--- src/sv/cas_pkg.sv ---
// Shared types and constants for the CIGAR affine scorer.
package cas_pkg;

	localparam int CFG_WIDTH      = 16;
	localparam int CFG_IDX_WIDTH  = 3;
	localparam int OP_WIDTH       = 8;
	localparam int OUT_WIDTH      = 32;
	localparam int SCORE_WIDTH_DEF = 32;

	// CIGAR operation bytes (ASCII).
	localparam logic [OP_WIDTH-1:0] OP_MATCH    = 8'h4D; // 'M'
	localparam logic [OP_WIDTH-1:0] OP_EQUAL    = 8'h3D; // '='
	localparam logic [OP_WIDTH-1:0] OP_MISMATCH = 8'h58; // 'X'
	localparam logic [OP_WIDTH-1:0] OP_INS      = 8'h49; // 'I'
	localparam logic [OP_WIDTH-1:0] OP_DEL      = 8'h44; // 'D'
	localparam logic [OP_WIDTH-1:0] OP_NONE     = 8'h20; // ' '

	typedef enum logic [CFG_IDX_WIDTH-1:0] {
		REG_MATCH_SCORE    = 3'd0,
		REG_MISMATCH_SCORE = 3'd1,
		REG_GAP_OPEN       = 3'd2,
		REG_GAP_EXTEND     = 3'd3,
		REG_GAP_OPEN_ALT   = 3'd4,
		REG_GAP_EXTEND_ALT = 3'd5,
		REG_DUAL_MODE      = 3'd6
	} reg_idx_t;

	typedef struct packed {
		logic [CFG_WIDTH-1:0] match_score;
		logic [CFG_WIDTH-1:0] mismatch_score;
		logic [CFG_WIDTH-1:0] gap_open;
		logic [CFG_WIDTH-1:0] gap_extend;
		logic [CFG_WIDTH-1:0] gap_open_alt;
		logic [CFG_WIDTH-1:0] gap_extend_alt;
		logic                 dual_mode;
	} cfg_t;

endpackage

--- src/sv/cas_cfg.sv ---
// Configuration register file for the CIGAR affine scorer.
module cas_cfg (
	input  logic                              clk,
	input  logic                              arst_n,
	input  logic                              wr_en,
	input  logic [cas_pkg::CFG_IDX_WIDTH-1:0] wr_index,
	input  logic [cas_pkg::CFG_WIDTH-1:0]     wr_data,
	output cas_pkg::cfg_t                     cfg
);
	import cas_pkg::*;

	cfg_t cfg_q;

	always_ff @(posedge clk or negedge arst_n) begin
		if (!arst_n) begin
			cfg_q <= '0;
		end else if (wr_en) begin
			case (wr_index)
				REG_MATCH_SCORE:    cfg_q.match_score    <= wr_data;
				REG_MISMATCH_SCORE: cfg_q.mismatch_score <= wr_data;
				REG_GAP_OPEN:       cfg_q.gap_open       <= wr_data;
				REG_GAP_EXTEND:     cfg_q.gap_extend     <= wr_data;
				REG_GAP_OPEN_ALT:   cfg_q.gap_open_alt   <= wr_data;
				REG_GAP_EXTEND_ALT: cfg_q.gap_extend_alt <= wr_data;
				REG_DUAL_MODE:      cfg_q.dual_mode      <= wr_data[0];
				default: ;
			endcase
		end
	end

	assign cfg = cfg_q;

endmodule

--- src/sv/cas_update.sv ---
// Score state registers and the combinational update for one CIGAR operation.
module cas_update #(
	parameter int SCORE_WIDTH = cas_pkg::SCORE_WIDTH_DEF
) (
	input  logic                          clk,
	input  logic                          arst_n,
	input  logic                          step,
	input  logic [cas_pkg::OP_WIDTH-1:0]  op_code,
	input  logic                          last,
	input  cas_pkg::cfg_t                 cfg,
	output logic [cas_pkg::OUT_WIDTH-1:0] final_score
);
	import cas_pkg::*;

	localparam int SW = SCORE_WIDTH;

	// Add a 16-bit signed term, clamping at the signed score bounds.
	function automatic logic signed [SW-1:0] sat_add(
		input logic signed [SW-1:0]        a,
		input logic signed [CFG_WIDTH-1:0] b
	);
		logic signed [SW:0] sum;
		sum = {a[SW-1], a} + {{(SW+1-CFG_WIDTH){b[CFG_WIDTH-1]}}, b};
		if (sum[SW] != sum[SW-1]) begin
			sat_add = sum[SW] ? {1'b1, {(SW-1){1'b0}}} : {1'b0, {(SW-1){1'b1}}};
		end else begin
			sat_add = sum[SW-1:0];
		end
	endfunction

	logic signed [SW-1:0]  main_q, alt_q;
	logic [OP_WIDTH-1:0]   prev_q;

	logic                  prev_gap, op_gap, gap_start;
	logic signed [SW-1:0]  main_m0, main_m1, alt_m1, main_base, alt_base, best;

	always_comb begin
		prev_gap  = (prev_q == OP_INS) || (prev_q == OP_DEL);
		op_gap    = (op_code == OP_INS) || (op_code == OP_DEL);
		gap_start = (prev_q != op_code);

		// In dual mode, a gap run that ends here keeps the better of the two scores.
		main_m0 = (cfg.dual_mode && prev_gap && gap_start && (alt_q > main_q)) ? alt_q : main_q;

		main_base = gap_start ? sat_add(main_m0, cfg.gap_open) : main_m0;
		alt_base  = gap_start ? sat_add(main_m0, cfg.gap_open_alt) : alt_q;

		main_m1 = main_m0;
		alt_m1  = alt_q;
		case (op_code) inside
			OP_MATCH, OP_EQUAL: main_m1 = sat_add(main_m0, cfg.match_score);
			OP_MISMATCH:        main_m1 = sat_add(main_m0, cfg.mismatch_score);
			OP_INS, OP_DEL: begin
				main_m1 = sat_add(main_base, cfg.gap_extend);
				alt_m1  = sat_add(alt_base, cfg.gap_extend_alt);
			end
			default: ;
		endcase

		// In dual mode, a string that ends in a gap also takes the better score.
		best = (cfg.dual_mode && op_gap && (alt_m1 > main_m1)) ? alt_m1 : main_m1;
	end

	generate
		if (SW < OUT_WIDTH) begin : g_narrow
			assign final_score = {{(OUT_WIDTH-SW){best[SW-1]}}, best};
		end else if (SW == OUT_WIDTH) begin : g_equal
			assign final_score = best;
		end else begin : g_wide
			logic fits;
			assign fits = (best[SW-1:OUT_WIDTH-1] == '0) || (best[SW-1:OUT_WIDTH-1] == '1);
			assign final_score = fits ? best[OUT_WIDTH-1:0]
				: (best[SW-1] ? {1'b1, {(OUT_WIDTH-1){1'b0}}}
				              : {1'b0, {(OUT_WIDTH-1){1'b1}}});
		end
	endgenerate

	always_ff @(posedge clk or negedge arst_n) begin
		if (!arst_n) begin
			main_q <= '0;
			alt_q  <= '0;
			prev_q <= OP_NONE;
		end else if (step) begin
			if (last) begin
				main_q <= '0;
				alt_q  <= '0;
				prev_q <= OP_NONE;
			end else begin
				main_q <= main_m1;
				alt_q  <= alt_m1;
				prev_q <= op_code;
			end
		end
	end

endmodule

--- src/sv/cigar_affine_scorer.sv ---
// Top level of the CIGAR affine scorer: input register, score update and result register.
//
//   channel  | valid / ready            | payload
//   ---------+--------------------------+-------------------------------
//   op       | op_valid / op_ready      | op_code[7:0], last
//   score    | score_valid / score_ready| total_score[31:0] (signed)
//   cfg      | cfg_valid / cfg_ready    | cfg_index[2:0], cfg_data[15:0]
//
// One request is taken per cycle. A request is held in the input register while the
// score update runs on it; a last request's total appears on the score channel in
// the following cycle. Only a last request waiting on a full result register stalls
// the input. Reset clears the scores, the register file and all valid flags. The cfg
// channel is always ready.
module cigar_affine_scorer #(
	parameter int SCORE_WIDTH = cas_pkg::SCORE_WIDTH_DEF
) (
	input  logic                              clk,
	input  logic                              arst_n,
	input  logic                              op_valid,
	output logic                              op_ready,
	input  logic [cas_pkg::OP_WIDTH-1:0]      op_code,
	input  logic                              last,
	output logic                              score_valid,
	input  logic                              score_ready,
	output logic signed [cas_pkg::OUT_WIDTH-1:0] total_score,
	input  logic                              cfg_valid,
	output logic                              cfg_ready,
	input  logic [cas_pkg::CFG_IDX_WIDTH-1:0] cfg_index,
	input  logic [cas_pkg::CFG_WIDTH-1:0]     cfg_data
);
	import cas_pkg::*;

	cfg_t                 cfg;
	logic                 valid_s1, last_s1;
	logic [OP_WIDTH-1:0]  op_code_s1;
	logic                 advance, out_free;
	logic [OUT_WIDTH-1:0] final_score;
	logic                 out_valid_q;
	logic [OUT_WIDTH-1:0] total_score_q;

	assign cfg_ready = 1'b1;

	cas_cfg u_cfg (
		.clk      (clk),
		.arst_n   (arst_n),
		.wr_en    (cfg_valid && cfg_ready),
		.wr_index (cfg_index),
		.wr_data  (cfg_data),
		.cfg      (cfg)
	);

	assign out_free = !out_valid_q || score_ready;
	assign advance  = valid_s1 && (!last_s1 || out_free);
	assign op_ready = !valid_s1 || advance;

	always_ff @(posedge clk or negedge arst_n) begin
		if (!arst_n) begin
			valid_s1 <= 1'b0;
		end else if (op_valid && op_ready) begin
			valid_s1 <= 1'b1;
		end else if (advance) begin
			valid_s1 <= 1'b0;
		end
	end

	always_ff @(posedge clk) begin
		if (op_valid && op_ready) begin
			op_code_s1 <= op_code;
			last_s1    <= last;
		end
	end

	cas_update #(
		.SCORE_WIDTH (SCORE_WIDTH)
	) u_update (
		.clk         (clk),
		.arst_n      (arst_n),
		.step        (advance),
		.op_code     (op_code_s1),
		.last        (last_s1),
		.cfg         (cfg),
		.final_score (final_score)
	);

	always_ff @(posedge clk or negedge arst_n) begin
		if (!arst_n) begin
			out_valid_q <= 1'b0;
		end else if (advance && last_s1) begin
			out_valid_q <= 1'b1;
		end else if (score_ready) begin
			out_valid_q <= 1'b0;
		end
	end

	always_ff @(posedge clk) begin
		if (advance && last_s1) begin
			total_score_q <= final_score;
		end
	end

	assign score_valid = out_valid_q;
	assign total_score = total_score_q;

endmodule

--- config.mk ---
export PLATFORM = sky130hd
export DESIGN_NAME = cigar_affine_scorer
export DESIGN_NICKNAME = d
export VERILOG_FILES = /design/src/sv/cas_pkg.sv /design/src/sv/cas_cfg.sv /design/src/sv/cas_update.sv /design/src/sv/cigar_affine_scorer.sv
export SDC_FILE = /design/constraint.sdc
export NUM_CORES = 1
export LEC_CHECK = 0
export CAP_MARGIN = 20
export CORE_MARGIN = 2
export CORE_UTILIZATION = 32
export CTS_CLUSTER_SIZE = 14
export DETAILED_ROUTE_END_ITERATION = 10
export DONT_BUFFER_PORTS = 1
export PLACE_DENSITY = 0.45
export SLEW_MARGIN = 20
export SYNTH_ARGS = -nofsm -noshare
export SYNTH_HDL_FRONTEND = slang
export SYNTH_HIERARCHICAL = 1
export SYNTH_SLANG_ARGS = --single-unit
export TNS_END_PERCENT = 30
--- constraint.sdc ---
create_clock -name clk -period 9.7 [get_ports clk]
set_input_delay 1.94 -clock clk [delete_from_list [all_inputs] [get_ports clk]]
set_output_delay 1.94 -clock clk [all_outputs]
set_load 0.02 [all_outputs]
# Yosys cells after proc, flatten, opt, wreduce, memory -nomap -nowiden

Cells that the tools add are included.

Input bits: 33
Register bits: 212
Output and inout port bits: 35
Logic and storage cells: 100

Equal/unequal tests: 20
Add/subtract/negate cells: 6
Reduce and logical (&&, ||, !) cells: 28
Magnitude comparators: 2
Multiplexer cells: 29

Operators with widths:

| operator                                                               | count |
|---|---|
| 32-bit 2-to-1 mux                                                      | 24 |
| 32-bit by 16-bit adder with 33-bit output                              | 6 |
| 32-bit greater-than comparator                                         | 2 |
| 8-bit by 7-bit equality test with 1-bit output (second input constant) | 6 |
| 2-bit AND reduction                                                    | 7 |
| 3-bit equality test (second input constant)                            | 3 |
| 8-bit by 6-bit equality test with 1-bit output (second input constant) | 1 |
| 1-bit logical AND                                                      | 8 |
| 8-bit 2-to-1 mux                                                       | 1 |
| 8-bit inequality test                                                  | 1 |
| 3-bit by 2-bit equality test with 1-bit output (second input constant) | 2 |
| 1-bit inequality test                                                  | 6 |
| 1-bit logical OR                                                       | 5 |
| 1-bit 2-to-1 mux                                                       | 4 |
| 2-bit nonzero test                                                     | 2 |
| 2-bit OR reduction                                                     | 2 |
| 3-bit by 1-bit equality test with 1-bit output (second input constant) | 1 |
| 1-bit logical NOT                                                      | 3 |
| 3-bit logical NOT                                                      | 1 |

# Longest topological paths before layout

Depth in word-level cells: 19
Gate-level depth with buffers: 54
Depth with buffers taken out: 47

# Cells and area by module

Netlist, hierarchy kept.

By module, submodules not included:

| module              | instances | area each (um^2) | cells each | seq. area each (um^2) |
|---|---|---|---|---|
| cas_update          | 1         | 18,077.3         | 2,506      | 1,803.0 |
| cas_cfg             | 1         | 3,727.3          | 211        | 2,427.3 |
| cigar_affine_scorer | 1         | 1,360.1          | 53         | 1,281.2 |

# Worst setup path before layout

Ideal clock, no wire load.

Path type: register to register
Start: register u_update.alt_q[1]
End: register total_score_q[3], in the netlist total_score[3] (data pin)
Period minus slack after synthesis: 10,782 ps
Stages on the path, launching flop included: 53
Setup slack: -1,082 ps
Required time: 9,439 ps
Setup time: 261 ps
Data arrival time: 10,522 ps
Buffers on the path: 6
Path through: dfrtp_1 > ha_1 > nor2b_1 > o211ai_1 > a2111oi_0 > o31ai_1 > a211oi_2 > clkbuf_1 > buf_2 > nor2_1 > a21oi_1 > inv_1 > ha_1 > o21ai_0 > o21bai_1 > a211oi_1 > o21ai_0 > a211oi_1 > (+17 left out) > and2_1 > buf_2 > nor2_1 > clkbuf_1 > a41oi_1 > nand2_1 > ha_1 > nand3_1 > or3_1 > nor4_1 > inv_1 > nor4_1 > a21o_1 > a31oi_1 > nand2_1 > mux2i_1 > nor2_1 > a221o_1

Longest elaborated chain between the ends: 16
Elaborated cells between the ends (all ways): 38
Those cells by class: add/sub (6); order compare (2); eq/ne (6); mux (22); reduce/logical (2)

RTL lines:

| item                                                              | line                               | source |
|---|---|---|
| from (decl)                                                       | cas_update.sv:31                   | `logic signed [SW-1:0] main_q, alt_q;` |
| from (signal assigned)                                            | cas_update.sv:90                   | `alt_q <= alt_m1;` |
| 32-bit greater-than comparator                                    | cas_update.sv:43                   | `main_m0 = (cfg.dual_mode && prev_gap && gap_start && (alt_q > main_q)) ? alt_q : main_q;` |
| 1-bit logical AND                                                 | cas_update.sv:43                   |  |
| 32-bit 2-to-1 mux                                                 | cas_update.sv:43                   |  |
| 32-bit by 16-bit adder with 33-bit output                         | cas_update.sv:23                   | `sum = {a[SW-1], a} + {{(SW+1-CFG_WIDTH){b[CFG_WIDTH-1]}}, b};` |
| 32-bit 2-to-1 mux / 1-bit inequality test (equally long branches) | cas_update.sv:25, cas_update.sv:24 |  |
| 32-bit 2-to-1 mux                                                 | cas_update.sv:24                   | `if (sum[SW] != sum[SW-1]) begin` |
| 32-bit 2-to-1 mux (on tied branches)                              | cas_update.sv:46, cas_update.sv:45 |  |
| 32-bit by 16-bit adder with 33-bit output                         | cas_update.sv:23                   |  |
| 32-bit 2-to-1 mux / 1-bit inequality test (equally long branches) | cas_update.sv:25, cas_update.sv:24 |  |
| 32-bit 2-to-1 mux                                                 | cas_update.sv:24                   |  |
| 32-bit 2-to-1 mux (3 in a row)                                    | cas_update.sv:50                   | `case (op_code) inside` |
| 32-bit greater-than comparator                                    | cas_update.sv:61                   | `best = (cfg.dual_mode && op_gap && (alt_m1 > main_m1)) ? alt_m1 : main_m1;` |
| 1-bit logical AND                                                 | cas_update.sv:61                   |  |
| 32-bit 2-to-1 mux (*)                                             | cas_update.sv:61                   |  |
| named net final_score[3]                                          | cigar_affine_scorer.sv:37          | `logic [OUT_WIDTH-1:0] final_score;` |
| to (signal assigned)                                              | cigar_affine_scorer.sv:97          | `total_score_q <= final_score;` |
| to (decl)                                                         | cigar_affine_scorer.sv:39          | `logic [OUT_WIDTH-1:0] total_score_q;` |

Mark *: on every way through the listed nets, which the timed path passes. The rest lies on a longest branch.
A chain may end at the register's enable or synchronous reset.

# Worst setup path after layout

Start: register u_update.alt_q[17]
End: register total_score_q[2], in the netlist total_score[2] (data pin)

Same word-level chain as after synthesis.

==> impl_metrics.py <==
metrics = {
    "outcome": {
        "outcome": "finished, violations left",
        "failed_checks": "setup timing",
    },
    "setup_path": {
        "required_ns": 10.05,
        "critical_path.slowest_cell": "sky130_fd_sc_hd__a311o_2",
        "crit_type": "flop to flop",
        "critical_path.endpoint_type": "flop",
        "critPathArrivalTime_ns": 11.41,
        "cp_slowest_stage_delay_ns": 0.48,
        "rr_worst_depth": 52,
        "reg_to_reg_setup_timing_slack_ns": -1.36,
        "critical_path_launch_point_type": "flop",
        "reg2reg_to": "total_score[2]",
        "worstReg2RegStart": "u_update/alt_q[17]",
        "critical_path_peak_fanout": 11,
    },
    "clock_network": {
        "insertion_delay_ns": 0.61,
        "htree_levels": 1,
        "post_cts_hold_buffer_count": 0,
        "cts_tree": "done",
        "cts.sinks": 212,
        "cts-buffers-inserted": 29,
        "cts.reportedPaths.clkPinSlew_ns": 0.06,
        "clock_tree.buffer_depth": 3,
        "clock-root-buffer": "sky130_fd_sc_hd__clkbuf_16",
    },
    "pwr": {
        "power.density_nw_per_um2": 214,
        "cellLeakagePower_nw": 15.7,
        "ir_worst_vdd_v": 0.000156,
    },
    "grt": {
        "grt_first_pass_wirelength_um": 156000,
        "vias_in_the_first_global_route": 24300,
        "grt_max_degree": 172,
        "grt_usage": 0.279,
        "grt_overflow": 0,
        "antenna_found_initial": 1,
    },
    "sta": {
        "worst_slew_pin_slew_ns": 1.11,
        "skew_ns": 0.0255,
        "grt_setup_unrepaired": "true",
        "timing.final.ws_setup_ns": -1.36,
        "period_share": 1.14,
        "report.final.setup_viol": 32,
        "max_freq_mhz": 90.4,
        "worst_slew_margin_rel": 0.256,
        "finalMaxSlewViolations": 0,
        "post-route-min-period_ns": 11.06,
        "final-hold-violation-count": 0,
    },
    "place": {
        "post-place-cells": 4359,
        "routabilityCongestion": 0.955,
        "place_worst_setup_slack_ns": -2.20,
        "detailedPlacementHpwl_um": 86800,
        "place.port_buffers": 0,
    },
    "floorplanning": {
        "top_level_port_count": 68,
        "coreArea_um2": 71600,
        "die-height_um": 273,
        "dieArea_um2": 74600,
        "placement_rows": 98,
        "dieWidth_um": 273,
        "floorplan.initialDensity": 0.323,
    },
    "layout": {
        "fin_nets": 3788,
        "fillers": 7086,
        "final-instance-count-excl-fill": 4467,
        "final_layout_size_suffix_gt1_frac": 0.349,
        "flow.area_growth_from_synthesis_pct": 40.7,
    },
    "logic_synthesis": {
        "number_of_synthesized_flops_with_an_enable_pin": 41,
        "synthTopCellsByCount": "sky130_fd_sc_hd__a21oi_1 (290), sky130_fd_sc_hd__ha_1 (256), sky130_fd_sc_hd__nand2_1 (238)",
        "synthesis.nets": 3065,
        "synth.yosys.seq_area_share": 0.238,
        "syn_inst": 2770,
        "dominantRegCellSynth": "sky130_fd_sc_hd__dfrtp_1",
        "async_flop_share": 0.807,
        "netlist.top_cell.by_area": "sky130_fd_sc_hd__dfrtp_1",
        "ys_seq_elements": 212,
        "netlist_top_cells_area": "sky130_fd_sc_hd__dfrtp_1 (18%), sky130_fd_sc_hd__ha_1 (14%), sky130_fd_sc_hd__a21oi_1 (6.3%), sky130_fd_sc_hd__edfxtp_1 (5.3%), sky130_fd_sc_hd__mux2_2 (4.9%)",
        "synth_warnings": 6,
        "yosysMostFrequentCell": "sky130_fd_sc_hd__a21oi_1",
        "synth.lib_cells_used.distinct": 116,
        "syn-cell-area_um2": 23200,
        "syn_area_per_cell_um2": 8.36,
        "synth_top_cell_area_share": 0.184,
    },
    "routing": {
        "routed-via-count": 25200,
        "drc": 0,
        "drt_pre_antenna_iters": 5,
        "avgRoutedWirePerCell_um": 24.3,
        "dr.first_iter.drc_count": 2187,
        "postRouteWirelength_um": 108000,
        "residual_antenna_violating_net_count_after_detailed_routing": 0,
        "detail_route.vias_per_cell": 5.64,
    },
    "hold_path": {
        "holdPathEnd": "u_update/main_q[29]",
        "hold_depth": 2,
        "min-delay-path-class": "flop to flop",
        "timing.hold.worst.start": "u_update/main_q[29]",
    },
    "run": {
        "drv.max_cap_violation_count": 0,
    },
}
-- placed cells by master (no fill, tap or decap), drive strengths merged, types with 18 or more instances in the layout --
cell      n
nand2b   33
o211ai   40
nand3    56
clkbuf   39
xnor2    95
a22oi    25
a211o    18
dfrtp   170
buf     797
mux2    101
nor3     34
nor2b    21
nand4    25
and3     35
o21ai   229
mux2i    26
o21a     42
nor2    193
a21oi   294
inv     126
a31oi    31
edfxtp   41
a211oi   36
ha      256
o21bai   23
nand2   239
xor2     64
a21o    119
or3      20
and2     19
o22ai    35
-- state kept, by name, indices dropped and copies added (netlist names) --
register and cells:
u_cfg/cfg 97, total_score 32, u_update/alt_q 32, u_update/main_q 32, op_code_s1 8, u_update/prev_q 8
last_s1 1, score_valid 1, valid_s1 1
-- per-stage QoR --
step	TNS, ns	utilization	area (µm²)	hold WS, ns	power (mW)
6_report	-42.09	0.455	32600	0.508	6.97
5_1_grt	-49.73	0.455	32600	0.533	7.40
4_1_cts	-37.27	0.438	31400	0.490	6.63
3_5_place_dp	-67.43	0.418	29900	0.478	5.41
3_3_place_gp	-65.45	0.418	29900	0.473	5.38
2_1_floorplan	-0.698	-	23600	0.457	3.40
-- final cells by class --
type	instances	area [µm²]	share of cell area
antenna	1	2.50	0.0000768
clock buffer	33	751	0.0230
clock inverter	21	195	0.00599
inverter	122	460	0.0141
multi-input combinational	2325	18000	0.553
sequential	212	5510	0.169
tap	950	1190	0.0365
timing repair buffer	803	6470	0.199
-- worst max path at each step --
| stage | from | endpoint | slack, ns |
|---|---|---|---|
| after CTS | u_update/alt_q[17] | total_score[0] | -1.22 |
| after global routing | u_update/alt_q[17] | total_score[14] | -1.59 |
| final | u_update/alt_q[17] | total_score[2] | -1.36 |
| after detailed placement | u_update/alt_q[17] | total_score[9] | -2.20 |
| after global placement | u_update/alt_q[17] | total_score[0] | -2.15 |
| after floorplan | u_update/alt_q[1] | total_score[3] | -0.11 |
-- routing by layer --
metal	GRT usage	share of wire	vias to the layer above
met5	0	0	-
met4	0.0930	0.042	0
met3	0.0338	0.063	180
met2	0.447	0.44	892
met1	0.388	0.46	12300
li1	-	-	11800
-- worst max-delay path, delay by kind of cell (launching register included) --
kind | cells | cell delay [ns]
adders and majority gates | 4 | 1.09
and+or+nand+nor | 14 | 2.59
muxes | 1 | 0.34
buffers and inverters | 11 | 1.64
AOI/OAI and AO/OA | 22 | 4.69
DFF | 1 | 0.43
-- cells by family after synthesis --
| logic type | Yosys count | share of synthesized area |
|---|---|---|
| adder cells (fa/ha/maj) | 269 | 0.146 |
| XOR/XNOR | 159 | 0.0601 |
| multiplexers | 127 | 0.0609 |
| flip-flops | 212 | 0.238 |
| AND/OR/NAND/NOR | 733 | 0.154 |
| other | 1 | 0.000162 |
| AO/OA/AOI/OAI | 1036 | 0.297 |
| buffers and inverters | 233 | 0.0436 |
-- timing repair --
action,4_1_cts,5_1_grt
endpoints found under the setup margin,32,32
cloned,3,7
gates resized for setup,72,167
pin swaps,14,85
buffers inserted,18,27
-- report_power, final --
part	internal (mW)	leakage (nW)	total (mW)	switching (mW)
combinational	2.26	12.6	4.72	2.46
sequential	1.02	2.58	1.17	0.141
clock	0.616	0.464	1.09	0.477
Power figures use the tool's default switching activity.
